--- src/rtl/aarm_pkg.sv ---
`timescale 1ns / 1ps
// aarm_pkg: types, constants and the q30 rounding helper of the rotation matrix block
// no dependencies; imported by aarm_sqrt, aarm_div, axis_angle_rotation_matrix_top and tb_top
package aarm_pkg;

  localparam int unsigned Q_FRAC = 30;
  localparam int unsigned RAD_W  = 64;
  localparam int unsigned LEN_W  = 32;
  localparam int unsigned QUO_W  = 31;
  localparam int unsigned MAG_W  = 16;
  localparam int unsigned POLY_N = 5;

  localparam logic [31:0] TWO_PI_Q29 = 32'd3373259426;
  localparam logic [30:0] ONE_Q30    = 31'h4000_0000;

  localparam logic [6:0] SIN_DIV [POLY_N] = '{7'd110, 7'd72, 7'd42, 7'd20, 7'd6};
  localparam logic [6:0] COS_DIV [POLY_N] = '{7'd90, 7'd56, 7'd30, 7'd12, 7'd2};

  typedef enum logic [1:0] {QUAD_0, QUAD_1, QUAD_2, QUAD_3} quad_e;

  typedef struct packed {
    quad_e       quad;
    logic        swap;
    logic [13:0] rr;
  } ang_t;

  typedef struct packed {
    quad_e       quad;
    logic        swap;
    logic [29:0] theta;
    logic [29:0] x2;
  } sc_side_t;

  // round half away from zero, drop q30 fraction
  function automatic logic signed [65:0] rnd_q30(input logic signed [65:0] v);
    logic signed [65:0] h;
    h = v[65] ? 66'sd536870911 : 66'sd536870912;
    return (v + h) >>> Q_FRAC;
  endfunction

endpackage

--- src/rtl/aarm_sqrt.sv ---
`timescale 1ns / 1ps
// aarm_sqrt: pipelined integer square root, one result bit per stage
// depends on aarm_pkg
module aarm_sqrt (
  input  logic                          clk_i,
  input  logic                          en_i,
  input  logic [aarm_pkg::RAD_W-1:0]    rad_i,
  output logic [aarm_pkg::LEN_W-1:0]    root_o
);
  import aarm_pkg::*;

  logic [RAD_W-1:0] rem_in [LEN_W];
  logic [RAD_W-1:0] res_in [LEN_W];
  logic [RAD_W-1:0] rem_d  [LEN_W];
  logic [RAD_W-1:0] res_d  [LEN_W];
  logic [RAD_W-1:0] rem_q  [LEN_W];
  logic [RAD_W-1:0] res_q  [LEN_W];

  for (genvar k = 0; k < LEN_W; k++) begin : g_link
    if (k == 0) begin : g_first
      assign rem_in[k] = rad_i;
      assign res_in[k] = '0;
    end else begin : g_next
      assign rem_in[k] = rem_q[k-1];
      assign res_in[k] = res_q[k-1];
    end
  end

  always_comb begin
    logic [RAD_W-1:0] bitv;
    logic [RAD_W-1:0] trial;
    for (int k = 0; k < LEN_W; k++) begin
      bitv  = RAD_W'(1) << (RAD_W - 2 - 2 * k);
      trial = res_in[k] + bitv;
      if (rem_in[k] >= trial) begin
        rem_d[k] = rem_in[k] - trial;
        res_d[k] = (res_in[k] >> 1) + bitv;
      end else begin
        rem_d[k] = rem_in[k];
        res_d[k] = res_in[k] >> 1;
      end
    end
  end

  always_ff @(posedge clk_i) begin
    if (en_i) begin
      rem_q <= rem_d;
      res_q <= res_d;
    end
  end

  assign root_o = res_q[LEN_W-1][LEN_W-1:0];

endmodule

--- config.mk ---
export PLATFORM = sky130hd
export DESIGN_NAME = aarm_sqrt
export DESIGN_NICKNAME = d
export VERILOG_FILES = /design/src/rtl/aarm_pkg.sv /design/src/rtl/aarm_sqrt.sv
export SDC_FILE = /design/constraint.sdc
export NUM_CORES = 2
export LEC_CHECK = 0
export ABC_AREA = 0
export ABC_CLOCK_PERIOD_IN_PS = 6840
export BUFFER_PORTS_ARGS = -buffer_cell sky130_fd_sc_hd__buf_4
export CORE_MARGIN = 2
export CORE_UTILIZATION = 45
export DETAILED_ROUTE_END_ITERATION = 8
export GPL_TIMING_DRIVEN = 0
export SYNTH_ARGS = -nofsm -noshare
export SYNTH_HDL_FRONTEND = slang
export SYNTH_SLANG_ARGS = --single-unit
--- constraint.sdc ---
create_clock -name clk_i -period 6.84 [get_ports clk_i]
set_clock_uncertainty 0.2 [all_clocks]
set_input_delay 1.026 -clock clk_i [delete_from_list [all_inputs] [get_ports clk_i]]
set_output_delay 1.026 -clock clk_i [all_outputs]
set_load 0.03 [all_outputs]
# After elaboration in Yosys (flattened, before gate mapping)
# Index checks and enable logic that the tools add are counted.
# totals
inputBits	66
ram_bits	0
memories	0
rom_bits	0
elab_cells	281
output_inout_bits	32
latchBits	0
register_bits	4000
# op_classes
n_reduce_logical	0
muxes	63
eq_ne	0
order_cmp	32
n_mul	0
bitwise	0
div	0
addsub	93
shift	0
# op_table
cell	count
$ge 64x64->1	31
$mux 64	31
$mux 63	31
$sub 64x64->64	30
$add 63x11->64 const B	1
$add 63x13->64 const B	1
$add 63x15->64 const B	1
$add 63x17->64 const B	1
$add 63x19->64 const B	1
$add 63x21->64 const B	1
$add 63x23->64 const B	1
$add 63x25->64 const B	1
$add 63x27->64 const B	1
$add 63x29->64 const B	1
$add 63x3->64 const B	1
$add 63x31->64 const B	1
$add 63x33->64 const B	1
$add 63x35->64 const B	1
$add 63x37->64 const B	1
$add 63x39->64 const B	1
$add 63x41->64 const B	1
$add 63x43->64 const B	1
$add 63x45->64 const B	1
$add 63x47->64 const B	1
45 further kinds	45

# Logic depth before layout (Yosys ltp)
# logic_depth
ltp_word	3
mapped_depth	15
depth_no_buf	12

# Worst setup path after synthesis
# Ideal clock, no wire load.
# synth_path
path_type	reg2reg
from	register rem_q, in the netlist rem_in[210]
to	register rem_q, in the netlist rem_in[183], data pin
stages_incl_launch_ff	13
t_arrival_ns	3.139
setup_slack_ns	3.243
t_required_ns	6.382
cell_sequence	edfxtp_1 > ha_1 > or4b_1 > or4_1 > nor3_1 > or3b_1 > o211ai_2 > nor3_2 > buf_6 > nor3_4 > buf_6 > nand4_1 > xnor2_1
# synth_rtl
item	line_no	rtl
start, declared	aarm_sqrt.sv:16	logic [RAD_W-1:0] rem_q [LEN_W];
start signal, assigned	aarm_sqrt.sv:47	rem_q <= rem_d;

==> flow_metrics.py <==
metrics = {
    "run_status": {
        "status": "completed",
    },
    "timing": {
        "timing.final.crit_share_pct": 80.0,
        "worstMarginPinSlew_ns": 1.38,
        "slew_violations": 0,
        "setup_viol": 0,
        "fin_ws_ns": 1.37,
        "min_period_ns": 5.47,
        "rsz0062_at_grt": "false",
        "max_clock_freq_ghz": 0.183,
        "hold_viol": 0,
        "setup_tns_ns": 0,
        "max_slew_margin_pct": 5.92,
    },
    "drt": {
        "via_per_inst": 5.72,
        "ant_nets": 0,
        "drtIter0Drc": 7663,
        "drc": 0,
        "vias": 79607,
        "wirelength_met1_um": 150000,
        "routed_wl_um": 326000,
        "wl_met2_um": 151000,
        "wl_met3_um": 16500,
        "top_layer_used": "met5",
        "wl_per_cell_um": 23.5,
        "drtPass1Iterations": 6,
    },
    "cells_and_area": {
        "fill_cells": 23279,
        "seq_area_um2": 75400,
        "area_delta_synth_final_pct": 12.1,
        "multi_input_area_um2": 42500,
        "fin_nets": 10756,
        "drive_above_1_share_pct": 6.92,
    },
    "setup_path": {
        "crit_required_ns": 7.19,
        "crit_type": "register to register",
        "crit_path_end_kind": "register",
        "cp-endpoint": "rem_in[280]",
        "cp_max_fo": 10,
        "r2r_setup_slack_ns": 1.37,
        "r2r_start": "res_in[348]",
        "rr_endpoint": "rem_in[280]",
        "cp-start-kind": "register",
        "startpoint": "res_in[348]",
        "reg2regPathDepth": 14,
        "arrival_ns": 5.82,
    },
    "global_routing": {
        "antenna_found_initial": 16,
        "grt_pass1_wl_um": 485000,
        "grt-ovfl-total": 0,
        "grt.total_usage_pct": 23.3,
        "grt_max_degree": 198,
        "grt_pass1_vias": 76192,
    },
    "synth": {
        "ys.warnings.count": 0,
        "synthMostInstantiatedCell": "edfxtp_1",
        "synth_seq_cells": 2512,
        "synthDistinctLibCells": 101,
        "seq_area_frac_synth_pct": 62.1,
        "synth_nets": 10357,
        "synth-edff-count": 2512,
        "netlist_top_cells_area": "edfxtp_1, ha_1, xnor2_1",
        "synthTopCellsByCount": "edfxtp_1, nor2_1, inv_1, a21oi_1, nand2_1",
        "synth_top_flop_cell": "edfxtp_1",
        "syn_avg_cell_area_um2": 12.5,
        "synth.top_cell.area_share_pct": 62.1,
        "syn_area_um2": 121000,
        "synthCells": 9733,
        "async_reset_ff_share_pct": 0,
        "yosys.area.top_type": "edfxtp_1",
    },
    "placement": {
        "port-buffer-count": 97,
        "gp_congestion": 0.943,
        "dp_slack_ns": 0.684,
        "hpwl_um": 248000,
    },
    "cts": {
        "cts-root-buf": "clkbuf_16",
        "cts_num_sinks": 2512,
        "clock_latency_ns": 0.92,
        "htreeDepth": 5,
        "cts_resized": 0,
        "holdBufCountCts": 0,
        "numCtsBuffers": 281,
        "path_clk_slew_ns": 0.07,
        "clockBufferDepth": 4,
        "cts_tree": "built",
        "postCtsSetupBuffers": 0,
    },
    "floorplan": {
        "initial_core_util_pct": 45.3,
        "io_pins": 98,
        "die_area_um2": 274000,
        "die_height_um": 523,
        "rows": 190,
        "die_w_um": 523,
        "core_um2": 268000,
    },
    "run": {
        "drv_cap": 0,
    },
    "power_and_ir_drop": {
        "ir_drop_mv": 0.272,
        "total_power_mw": 46.4,
        "total_leakage_power_nw": 50.7,
        "powerDensity_nw_per_um2": 341,
    },
    "worst_hold_path": {
        "hold_path.class": "input port to register",
    },
}
area by class of cell:
| cell class | instances | area share (%) |
|---|---|---|
| Buffer | 201 | 0.622 |
| Clock inverter | 169 | 1.25 |
| Multi-Input combinational cell | 6316 | 31.2 |
| Timing Repair Buffer | 116 | 0.876 |
| Sequential cell | 2512 | 55.4 |
| Inverter | 704 | 1.94 |
| Tap cell | 3552 | 3.26 |
| Antenna cell | 2 | 0.00368 |
| Clock buffer | 336 | 5.41 |
state kept, by name, indices dropped and copies added, names as in the netlist:
register	cells
rem_in	1984
root_o	32
res_in	496
worst max-delay path, cell delays in order, from the launching register on:
cell	delay [ns]
edfxtp_1	0.57
inv_1	0.09
ha_1	0.28
clkbuf_1	0.31
nand4_1	0.27
nor3_1	0.25
nand2_1	0.10
nor4_1	0.89
o21ai_0	0.25
and3_1	0.20
buf_2	0.21
inv_1	0.15
clkbuf_1	0.66
clkbuf_1	0.49
a21oi_1	0.19
power breakdown:
group	switching (mW)	internal, mW
clock	6.26	8.69
combinational	6.10	3.98
sequential	1.76	19.6
metal layers:
layer | vias to the layer above | GRT usage, %
met2 | 2235 | 37.2
met1 | 39528 | 33.8
met3 | 478 | 2.78
met4 | 2 | 5.99
li1 | 37364 | -
met5 | - | 0
through the flow:
stage                     utilization (%)  hold WS [ns]  std cells  cell area (um^2)
final                                50.8        0.0915      13908            136000
after global routing                 50.8        0.0319      13907            136000
after CTS                            50.8        0.0135      13905            136000
after detailed placement             47.4         0.227      13400            127000
after global placement               47.2         0.230      13382            127000
after floorplan                         -         0.217       9733            121000
how the worst min path moves through the flow:
stage                             from           end  cells past startpoint
after global placement     rem_in[391]   rem_in[327]                      0
after CTS                    rad_i[22]  rem_in[1942]                      1
after floorplan           rem_in[1433]  rem_in[1369]                      0
after global routing         rad_i[25]  rem_in[1945]                      1
final                        rad_i[22]  rem_in[1942]                      1
after detailed placement   rem_in[788]   rem_in[724]                      0
cells in the final DEF (no fill, tap or decap), types with 86 or more instances in the layout:
cell       netlist  routed
inv_1          698     698
nand4_1        166     166
xor2_1         397     397
nand2_1        581     581
nor3_1         275     275
nand3_1        169     169
clkbuf_1       145     194
buf_4            1      97
edfxtp_1      2512    2512
ha_1           558     558
o21a_1          86      86
a21o_1         213     213
or3_1           99      99
xnor2_1        493     493
nor4_1         334     332
nor2_1         711     711
nand2b_1       108     108
clkbuf_16        0     287
o21ai_0        408     408
a21oi_1        667     667
cell families after synthesis:
| family | share of synthesized area (%) |
|---|---|
| and+or+nand+nor | 12.4 |
| DFF | 62.1 |
| AOI/OAI and AO/OA | 9.53 |
| buffers and inverters | 2.87 |
| xor gates and xnor gates | 6.42 |
| adders and majority gates | 5.75 |
| muxes | 0.849 |
Power figures use the tool's default switching activity.
